### config.mk
export PLATFORM = sky130hd
export DESIGN_NAME = cascaded_biquad_highpass_flat
export DESIGN_NICKNAME = d
export VERILOG_FILES = /design/src/design/cbh_pkg.sv /design/src/design/cbh_if.sv /design/src/design/cbh_mac.sv /design/src/design/cbh_hist.sv /design/src/design/cascaded_biquad_highpass.sv /design/src/flat_wrapper.sv
export SDC_FILE = /design/constraint.sdc
export NUM_CORES = 2
export LEC_CHECK = 0
export ABC_AREA = 0
export BUFFER_PORTS_ARGS = -buffer_cell sky130_fd_sc_hd__buf_2
export CAP_MARGIN = 20
export CORE_AREA = 4 4 402 404
export CTS_CLUSTER_DIAMETER = 30
export DETAILED_ROUTE_END_ITERATION = 8
export DIE_AREA = 0 0 406 408
export GPL_TIMING_DRIVEN = 0
export HOLD_SLACK_MARGIN = 0.12
export PLACE_DENSITY_LB_ADDON = 0.1
export SLEW_MARGIN = 20
export SYNTH_ARGS = -nofsm -noshare
export SYNTH_HDL_FRONTEND = slang
export SYNTH_SLANG_ARGS = --single-unit
### constraint.sdc
create_clock -name clk_i -period 9.5 [get_ports clk_i]
set_input_delay 0.475 -clock clk_i [delete_from_list [all_inputs] [get_ports clk_i]]
set_output_delay 0.475 -clock clk_i [all_outputs]
set_load 0.01 [all_outputs]
### src/design/cbh_pkg.sv
`timescale 1ns / 1ps

package cbh_pkg;

  localparam int SectionsDef   = 4;
  localparam int SampleBitsDef = 16;

  localparam int DataW = 32;
  localparam int CoefW = 32;
  localparam int ProdW = DataW + CoefW;
  // Five full products summed exactly need three guard bits.
  localparam int AccW  = ProdW + 3;
  localparam int RowW  = 3;

  typedef logic signed [DataW-1:0] data_t;
  typedef logic signed [CoefW-1:0] coef_t;

  typedef logic [2:0] tap_t;
  localparam tap_t TAP_B0 = 3'd0;
  localparam tap_t TAP_B1 = 3'd1;
  localparam tap_t TAP_B2 = 3'd2;
  localparam tap_t TAP_A1 = 3'd3;
  localparam tap_t TAP_A2 = 3'd4;

  typedef struct packed {
    logic issue;
    logic negate;
    logic clear;
  } mac_ctrl_t;

  localparam coef_t Q30One  = 32'sd1073741824;
  localparam coef_t Q30MTwo = 32'sh8000_0000;

  // Coefficients in Q2.30; rows past the fourth pass the sample through.
  function automatic coef_t coef_lookup(input logic [RowW-1:0] row, input tap_t tap);
    coef_t c;
    c = '0;
    unique case (row)
      3'd0: begin
        unique case (tap)
          TAP_B0:  c = 32'sd1049993350;
          TAP_B1:  c = -32'sd2099986701;
          TAP_B2:  c = 32'sd1049993350;
          TAP_A1:  c = -32'sd2129178542;
          TAP_A2:  c = 32'sd1055517794;
          default: c = '0;
        endcase
      end
      3'd1, 3'd2, 3'd3: begin
        unique case (tap)
          TAP_B0, TAP_B2: c = Q30One;
          TAP_B1:         c = Q30MTwo;
          TAP_A1: begin
            c = (row == 3'd1) ? -32'sd2131932895 :
                (row == 3'd2) ? -32'sd2137041069 : -32'sd2143752220;
          end
          TAP_A2: begin
            c = (row == 3'd1) ? 32'sd1058272252 :
                (row == 3'd2) ? 32'sd1063380620 : 32'sd1070092027;
          end
          default: c = '0;
        endcase
      end
      default: c = (tap == TAP_B0) ? Q30One : '0;
    endcase
    return c;
  endfunction

endpackage

### src/design/cbh_if.sv
`timescale 1ns / 1ps

interface cbh_in_if #(parameter int W = 16);
  logic                valid;
  logic                ready;
  logic signed [W-1:0] sample_in;

  modport source (output valid, output sample_in, input ready);
  modport sink (input valid, input sample_in, output ready);
endinterface

interface cbh_out_if #(parameter int W = 16);
  logic                valid;
  logic                ready;
  logic signed [W-1:0] sample_out;

  modport source (output valid, output sample_out, input ready);
  modport sink (input valid, input sample_out, output ready);
endinterface

### src/design/cbh_mac.sv
`timescale 1ns / 1ps

module cbh_mac import cbh_pkg::*; (
  input  logic      clk_i,
  input  logic      rst_ni,
  input  mac_ctrl_t ctrl_i,
  input  coef_t     coef_i,
  input  data_t     data_i,
  output data_t     y_o
);

  logic signed [ProdW-1:0] prod_q;
  logic                    prod_v_q;
  logic                    neg_q;
  logic signed [AccW-1:0]  acc_q, acc_d;
  logic signed [AccW-1:0]  prod_ext;
  logic signed [AccW-1:0]  rnd;
  logic signed [AccW-1:0]  shifted;

  localparam logic signed [AccW-1:0] RoundHalf = AccW'(1) <<< (CoefW - 3);
  localparam logic signed [AccW-1:0] DataMax   = AccW'({1'b0, {(DataW-1){1'b1}}});
  localparam logic signed [AccW-1:0] DataMin   = -DataMax - AccW'(1);

  always_ff @(posedge clk_i) begin
    if (ctrl_i.issue) begin
      prod_q <= coef_i * data_i;
    end
  end

  always_ff @(posedge clk_i or negedge rst_ni) begin
    if (!rst_ni) begin
      prod_v_q <= 1'b0;
      neg_q    <= 1'b0;
      acc_q    <= '0;
    end else begin
      prod_v_q <= ctrl_i.issue;
      neg_q    <= ctrl_i.negate;
      acc_q    <= acc_d;
    end
  end

  assign prod_ext = {{(AccW-ProdW){prod_q[ProdW-1]}}, prod_q};

  always_comb begin
    acc_d = acc_q;
    if (ctrl_i.clear) begin
      acc_d = '0;
    end else if (prod_v_q) begin
      acc_d = neg_q ? (acc_q - prod_ext) : (acc_q + prod_ext);
    end
  end

  // The sum is Q6.61; round half up to Q1.31 and clamp to 32 bits.
  assign rnd     = acc_q + RoundHalf;
  assign shifted = rnd >>> (CoefW - 2);

  always_comb begin
    if (shifted > DataMax) begin
      y_o = DataMax[DataW-1:0];
    end else if (shifted < DataMin) begin
      y_o = DataMin[DataW-1:0];
    end else begin
      y_o = shifted[DataW-1:0];
    end
  end

endmodule

### src/design/cbh_hist.sv
`timescale 1ns / 1ps

module cbh_hist import cbh_pkg::*; #(
  parameter int SECTIONS = SectionsDef,
  parameter int SEC_W    = 2
) (
  input  logic             clk_i,
  input  logic             rst_ni,
  input  logic [SEC_W-1:0] sec_i,
  input  logic             wr_i,
  input  data_t            x_i,
  input  data_t            y_i,
  output data_t            in1_o,
  output data_t            in2_o,
  output data_t            out1_o,
  output data_t            out2_o
);

  data_t in1_q  [SECTIONS];
  data_t in2_q  [SECTIONS];
  data_t out1_q [SECTIONS];
  data_t out2_q [SECTIONS];

  always_ff @(posedge clk_i or negedge rst_ni) begin
    if (!rst_ni) begin
      for (int i = 0; i < SECTIONS; i++) begin
        in1_q[i]  <= '0;
        in2_q[i]  <= '0;
        out1_q[i] <= '0;
        out2_q[i] <= '0;
      end
    end else if (wr_i) begin
      in2_q[sec_i]  <= in1_q[sec_i];
      in1_q[sec_i]  <= x_i;
      out2_q[sec_i] <= out1_q[sec_i];
      out1_q[sec_i] <= y_i;
    end
  end

  assign in1_o  = in1_q[sec_i];
  assign in2_o  = in2_q[sec_i];
  assign out1_o = out1_q[sec_i];
  assign out2_o = out2_q[sec_i];

endmodule

### src/design/cascaded_biquad_highpass.sv
`timescale 1ns / 1ps

// High-pass filter built from SECTIONS direct-form-I biquads in series, for
// removing baseline wander from signed Q1.(SAMPLE_BITS-1) samples. All five
// products of every section pass through one 32x32 multiplier and one
// accumulator, so a section runs in steps: five multiplies, one to drain
// the multiplier register and one to round and update the history. The input
// is not ready while an item is at work; it becomes ready again once the
// result is loaded, even while that result still waits to be taken. All
// filter history resets to zero.
module cascaded_biquad_highpass import cbh_pkg::*; #(
  parameter int SECTIONS    = SectionsDef,
  parameter int SAMPLE_BITS = SampleBitsDef
) (
  input  logic     clk_i,
  input  logic     rst_ni,
  cbh_in_if.sink   in_i,
  cbh_out_if.source out_o
);

  localparam int SEC_W = (SECTIONS > 1) ? $clog2(SECTIONS) : 1;
  localparam int SHIFT = DataW - SAMPLE_BITS;

  localparam logic [2:0] ST_IDLE  = 3'd0;
  localparam logic [2:0] ST_MAC   = 3'd1;
  localparam logic [2:0] ST_DRAIN = 3'd2;
  localparam logic [2:0] ST_FIN   = 3'd3;
  localparam logic [2:0] ST_OUT   = 3'd4;

  localparam logic [SEC_W-1:0] LastSec = SEC_W'(SECTIONS - 1);

  localparam logic signed [DataW:0] OutHalf = (DataW+1)'(1) <<< (SHIFT - 1);
  localparam logic signed [DataW:0] SMax =
    (DataW+1)'({1'b0, {(SAMPLE_BITS-1){1'b1}}});
  localparam logic signed [DataW:0] SMin = -SMax - (DataW+1)'(1);

  logic [2:0]       state_q, state_d;
  logic [SEC_W-1:0] sec_q, sec_d;
  tap_t             tap_q, tap_d;
  data_t            x_q, x_d;
  logic signed [SAMPLE_BITS-1:0] out_q;
  logic             out_valid_q, out_valid_d;
  logic             out_load;

  mac_ctrl_t mac_ctrl;
  coef_t     coef;
  data_t     operand;
  data_t     y;
  data_t     in1, in2, out1, out2;
  logic      hist_wr;

  logic signed [DataW:0] out_sum;
  logic signed [DataW:0] out_shr;
  logic signed [SAMPLE_BITS-1:0] out_sat;

  cbh_mac u_mac (
    .clk_i  (clk_i),
    .rst_ni (rst_ni),
    .ctrl_i (mac_ctrl),
    .coef_i (coef),
    .data_i (operand),
    .y_o    (y)
  );

  cbh_hist #(
    .SECTIONS (SECTIONS),
    .SEC_W    (SEC_W)
  ) u_hist (
    .clk_i  (clk_i),
    .rst_ni (rst_ni),
    .sec_i  (sec_q),
    .wr_i   (hist_wr),
    .x_i    (x_q),
    .y_i    (y),
    .in1_o  (in1),
    .in2_o  (in2),
    .out1_o (out1),
    .out2_o (out2)
  );

  assign coef = coef_lookup(RowW'(sec_q), tap_q);

  always_comb begin
    unique case (tap_q)
      TAP_B0:  operand = x_q;
      TAP_B1:  operand = in1;
      TAP_B2:  operand = in2;
      TAP_A1:  operand = out1;
      TAP_A2:  operand = out2;
      default: operand = '0;
    endcase
  end

  always_comb begin
    state_d  = state_q;
    sec_d    = sec_q;
    tap_d    = tap_q;
    x_d      = x_q;
    mac_ctrl = '0;
    hist_wr  = 1'b0;
    out_load = 1'b0;
    unique case (state_q)
      ST_IDLE: begin
        if (in_i.valid) begin
          x_d     = data_t'({in_i.sample_in, {SHIFT{1'b0}}});
          sec_d   = '0;
          tap_d   = TAP_B0;
          state_d = ST_MAC;
        end
      end
      ST_MAC: begin
        mac_ctrl.issue  = 1'b1;
        mac_ctrl.negate = (tap_q == TAP_A1) || (tap_q == TAP_A2);
        if (tap_q == TAP_A2) begin
          state_d = ST_DRAIN;
        end else begin
          tap_d = tap_q + 3'd1;
        end
      end
      ST_DRAIN: begin
        state_d = ST_FIN;
      end
      ST_FIN: begin
        hist_wr        = 1'b1;
        mac_ctrl.clear = 1'b1;
        x_d            = y;
        tap_d          = TAP_B0;
        if (sec_q == LastSec) begin
          state_d = ST_OUT;
        end else begin
          sec_d   = sec_q + SEC_W'(1);
          state_d = ST_MAC;
        end
      end
      ST_OUT: begin
        if (!out_valid_q || out_o.ready) begin
          out_load = 1'b1;
          state_d  = ST_IDLE;
        end
      end
      default: begin
        state_d = ST_IDLE;
      end
    endcase
  end

  // Round half up from Q1.31 to the sample format and clamp.
  assign out_sum = {x_q[DataW-1], x_q} + OutHalf;
  assign out_shr = out_sum >>> SHIFT;

  always_comb begin
    if (out_shr > SMax) begin
      out_sat = SMax[SAMPLE_BITS-1:0];
    end else if (out_shr < SMin) begin
      out_sat = SMin[SAMPLE_BITS-1:0];
    end else begin
      out_sat = out_shr[SAMPLE_BITS-1:0];
    end
  end

  always_comb begin
    out_valid_d = out_valid_q;
    if (out_load) begin
      out_valid_d = 1'b1;
    end else if (out_o.ready) begin
      out_valid_d = 1'b0;
    end
  end

  always_ff @(posedge clk_i or negedge rst_ni) begin
    if (!rst_ni) begin
      state_q     <= ST_IDLE;
      sec_q       <= '0;
      tap_q       <= TAP_B0;
      out_valid_q <= 1'b0;
    end else begin
      state_q     <= state_d;
      sec_q       <= sec_d;
      tap_q       <= tap_d;
      out_valid_q <= out_valid_d;
    end
  end

  always_ff @(posedge clk_i) begin
    x_q <= x_d;
    if (out_load) begin
      out_q <= out_sat;
    end
  end

  assign in_i.ready       = (state_q == ST_IDLE);
  assign out_o.valid      = out_valid_q;
  assign out_o.sample_out = out_q;

endmodule

### src/flat_wrapper.sv
// flat-port wrapper written by rule: the top's interface ports become plain ports
module cascaded_biquad_highpass_flat import cbh_pkg::*;
#(
  parameter int SECTIONS    = SectionsDef,
  parameter int SAMPLE_BITS = SampleBitsDef
)
  (clk_i, rst_ni, in_i_valid, in_i_sample_in, in_i_ready, out_o_valid, out_o_sample_out, out_o_ready);
  cbh_in_if #(.W((SampleBitsDef))) in_i_i ();
  cbh_out_if #(.W((SampleBitsDef))) out_o_i ();
  input  logic clk_i;
  input  logic rst_ni;
  input wire logic [$bits(in_i_i.valid)-1:0] in_i_valid;
  input wire logic [$bits(in_i_i.sample_in)-1:0] in_i_sample_in;
  output wire logic [$bits(in_i_i.ready)-1:0] in_i_ready;
  output wire logic [$bits(out_o_i.valid)-1:0] out_o_valid;
  output wire logic [$bits(out_o_i.sample_out)-1:0] out_o_sample_out;
  input wire logic [$bits(out_o_i.ready)-1:0] out_o_ready;
  assign in_i_i.valid = in_i_valid;
  assign in_i_i.sample_in = in_i_sample_in;
  assign in_i_ready = in_i_i.ready;
  assign out_o_valid = out_o_i.valid;
  assign out_o_sample_out = out_o_i.sample_out;
  assign out_o_i.ready = out_o_ready;
  cascaded_biquad_highpass #(.SECTIONS(SECTIONS), .SAMPLE_BITS(SAMPLE_BITS)) u_core (.clk_i(clk_i), .rst_ni(rst_ni), .in_i(in_i_i), .out_o(out_o_i));
endmodule
==> impl_metrics.yaml <==
timing:
  clock.fmax_mhz: 98.6
  finalSetupViolations: 23
  setup_repair_after_global_routing_missed_its_margin: "true"
  maxSlewHeadroom_pct: 17.4
  report.final.hold_viol_count: 0
  timing.final.ws_setup_ns: -0.641
  worst_case_hold_slack_ns: 0.181
  clock_skew_ns: 0.0814
  final.period_utilization_pct: 107
  drv_slew: 0
  tightestPinTransition_ns: 1.24
  period_minus_slack_ns: 10.14
run_status:
  outcome: "complete, but fails checks"
  violations: "setup timing"
clock_tree:
  clk_path_buf_depth: 3
  htreeDepth: 3
  clock_slew_seen_by_the_registers_of_the_worst_setup_and_hold_paths_ns: 0.06
  numCtsBuffers: 121
  clock_sinks: 702
  tritoncts: "done"
  worst_skew_pair.late_latency_ns: 0.75
  clk_root_buffer_cell: "sky130_fd_sc_hd__clkbuf_16"
layout:
  filler_cell_count: 14135
  mostFrequentLayoutCells: "sky130_fd_sc_hd__inv_1, sky130_fd_sc_hd__fa_1, sky130_fd_sc_hd__nand2_1, sky130_fd_sc_hd__nor2_1, sky130_fd_sc_hd__dfrtp_1"
  register_area_mm2: 0.0181
  final_layout_size_suffix_gt1_share_pct: 21.4
  layout_area_growth_over_synthesis_pct: 19.9
  leading_cell_type_in_the_layout_fill_and_taps_excluded: "sky130_fd_sc_hd__inv_1"
  final_net_count: 8683
  multi_input_area_mm2: 0.0496
  postLayoutCoreUtil_pct: 53.8
worst_setup_path:
  reg2reg_depth: 35
  timing_worst_setup_path_type: "reg -> reg"
  critical_path.endpoint_type: "flip-flop"
  regToRegSetupSlack_ns: -0.64
  worst_ep_arrival_time_ns: 10.58
  worstReg2RegEnd: "u_core.u_mac.prod_q[62]"
  critPathSlowestCell: "sky130_fd_sc_hd__fa_2"
  worstSetupStartpointType: "flip-flop"
  critPathMaxStageDelay_ns: 0.66
  critical_r2r_launch: "u_core.sec_q[0]"
  required_ns: 9.94
  max_fanout_on_critical_path: 8
  crit_path_most_repeated_cell: "sky130_fd_sc_hd__fa_1"
synth:
  yosys_register_bits: 702
  ys.flop_type: "sky130_fd_sc_hd__dfrtp_1"
  synth.yosys.seq_area_share_pct: 25.6
  syn_std_cell_area_mm2: 0.0709
  ys.warnings.count: 0
  synthArstFlopShare_pct: 84.0
  synth_area_per_cell_um2: 10.3
  synth_cell_types: 84
  syn_nets: 8249
  post_synthesis_instance_total: 6893
  synth_edf_count: 112
global_routing:
  grt_max_degree: 98
  grt_pass1_vias: 55819
  grt-ovfl-total: 0
  grt_first_pass_wirelength_um: 390000
  total_routing_usage_reported_by_global_routing_pct: 32.7
  antenna_found_initial: 25
drt:
  vias: 54409
  drt_iter0_markers: 4914
  drt_wl_total_um: 268000
  route.detailed.wl_per_inst_um: 28.2
  drt_pass1_iterations: 5
  drc_violations_left: 0
  vias_per_cell: 5.72
  postRouteAntennaNets: 0
place:
  globalplace.congestion: 0.970
  io_buffers: 37
  dpl_worst_slack_ns: -5.00
  detailedPlacementHpwl_um: 206000
job:
  cap_viol_max_count: 0
die:
  die_x_um: 406
  fp.coreArea_mm2: 0.158
  num_io_pins: 38
  initial_utilization_pct: 44.9
  die_height_um: 408
  design.die.area_mm2: 0.166
  placementRows: 146
min_path:
  holdPathEnd: "u_core.x_q[23]"
  min_from: "in_i_sample_in[7]"
  hold_path_depth: 3
  holdCritPathClass: "in -> reg"
==> area by class of cell <==
| cell class | count | share of cell area [%] |
|---|---|---|
| clock buffers | 139 | 3.80 |
| inverters | 1109 | 4.94 |
| flip-flops and latches | 702 | 21.3 |
| well taps | 2072 | 3.05 |
| diodes | 7 | 0.0206 |
| repair buffers | 338 | 3.71 |
| multi-input cells | 4727 | 58.3 |
| clock inverters | 93 | 1.63 |
| plain buffers | 328 | 3.18 |
==> how the worst max path moves through the flow <==
stage	startpoint	to	slack, ns	depth (start not counted)
floorplan	u_core.sec_q[0]	u_core.u_mac.prod_q[62]	0.04	33
global placement	u_core.sec_q[1]	u_core.u_mac.prod_q[63]	-7.14	30
detailed placement	u_core.sec_q[1]	u_core.u_mac.prod_q[61]	-5.00	36
CTS	u_core.sec_q[0]	u_core.u_mac.prod_q[62]	-0.54	35
global route	u_core.sec_q[0]	u_core.u_mac.prod_q[62]	-0.78	37
finish	u_core.sec_q[0]	u_core.u_mac.prod_q[62]	-0.64	35
==> cells in the mapped netlist, drive strengths merged, types with 19 or more instances <==
| cell type | count | share of area, % |
|---|---|---|
| inv | 1106 | 5.9 |
| fa | 1071 | 30 |
| nand2 | 733 | 3.9 |
| nor2 | 646 | 3.4 |
| dfrtp | 590 | 21 |
| mux2 | 389 | 6.2 |
| clkbuf | 309 | 1.6 |
| o21ai | 267 | 1.9 |
| ha | 265 | 4.7 |
| a21oi | 226 | 1.6 |
| xnor2 | 175 | 2.2 |
| mux4 | 128 | 4.1 |
| edfxtp | 112 | 4.7 |
| a21o | 68 | 0.72 |
| xor2 | 59 | 0.73 |
| nand3 | 56 | 0.40 |
| nand2b | 55 | 0.49 |
| mux2i | 51 | 0.72 |
| buf | 46 | 0.27 |
| a22oi | 45 | 0.48 |
| a31oi | 45 | 0.40 |
| and2 | 45 | 0.40 |
| nand4 | 43 | 0.38 |
| and3 | 39 | 0.34 |
| nor3 | 39 | 0.29 |
| o21a | 25 | 0.26 |
| nor2b | 24 | 0.21 |
| o21bai | 23 | 0.24 |
| a211oi | 19 | 0.21 |
| a221oi | 19 | 0.23 |
| or2 | 19 | 0.17 |
==> worst max-delay path: cells and delay by family, from the launching register on <==
| family | cells | cell delay (ns) |
|---|---|---|
| AOI/OAI and AO/OA | 8 | 1.96 |
| xor gates and xnor gates | 1 | 0.26 |
| adders and majority gates | 9 | 4.41 |
| buffers and inverters | 12 | 1.65 |
| DFF | 1 | 0.37 |
| muxes | 1 | 0.60 |
| and+or+nand+nor | 4 | 0.48 |
==> flip-flops by register name, summed over array words and instances, names as in the netlist <==
register and count:
u_core.u_mac.acc_q 67, u_core.u_hist.out1_q 128, u_core.state_q 3, u_core.sec_q 2, u_core.u_mac.prod_q 64, u_core.u_hist.out2_q 128, u_core.u_hist.in1_q 128, u_core.x_q 32
u_core.out_o.sample_out 16, u_core.u_hist.in2_q 128, u_core.out_o.valid 1, u_core.u_mac.neg_q 1, u_core.tap_q 3, u_core.u_mac.prod_v_q 1
==> cell families after synthesis <==
kind of cell               Yosys count  share of synthesized area [%]
AOI/OAI and AO/OA                  819                           7.04
xor gates and xnor gates           234                           2.89
adders and majority gates         1336                           34.9
buffers and inverters             1464                           7.78
DFF                                702                           25.6
muxes                              568                           11.0
and+or+nand+nor                   1770                           10.8
==> stage by stage <==
step | std cells | cell area (um2) | setup TNS (ns)
final | 9515 | 85000 | -7.39
after global routing | 9510 | 85000 | -10.81
after CTS | 9420 | 83700 | -4.61
after detailed placement | 9032 | 74600 | -166.30
after global placement | 9002 | 73800 | -3071.04
after floorplan | 6893 | 71000 | 0
==> per-layer routing <==
layer  GRT usage [%]  routed length (um)  vias to the layer above
met4            16.1               16900                       18
met2            49.0              119000                     2408
met1            44.4              107000                    28322
li1                -                   -                    23049
met3            8.08               25300                      612
met5               0                 126                        -
==> what timing repair did <==
action                                  4_1_cts  5_1_grt
cloned                                        2        1
pin swaps                                   108       73
endpoints found under the hold margin        69        0
gates resized for setup                     739      185
setup buffers                               164       88
hold buffers                                 16        0
endpoints found under the setup margin       57       31
Power is left out: the tool's default activity adds up to more than one toggle a clock period on the data nets, which glitch-free logic cannot reach.
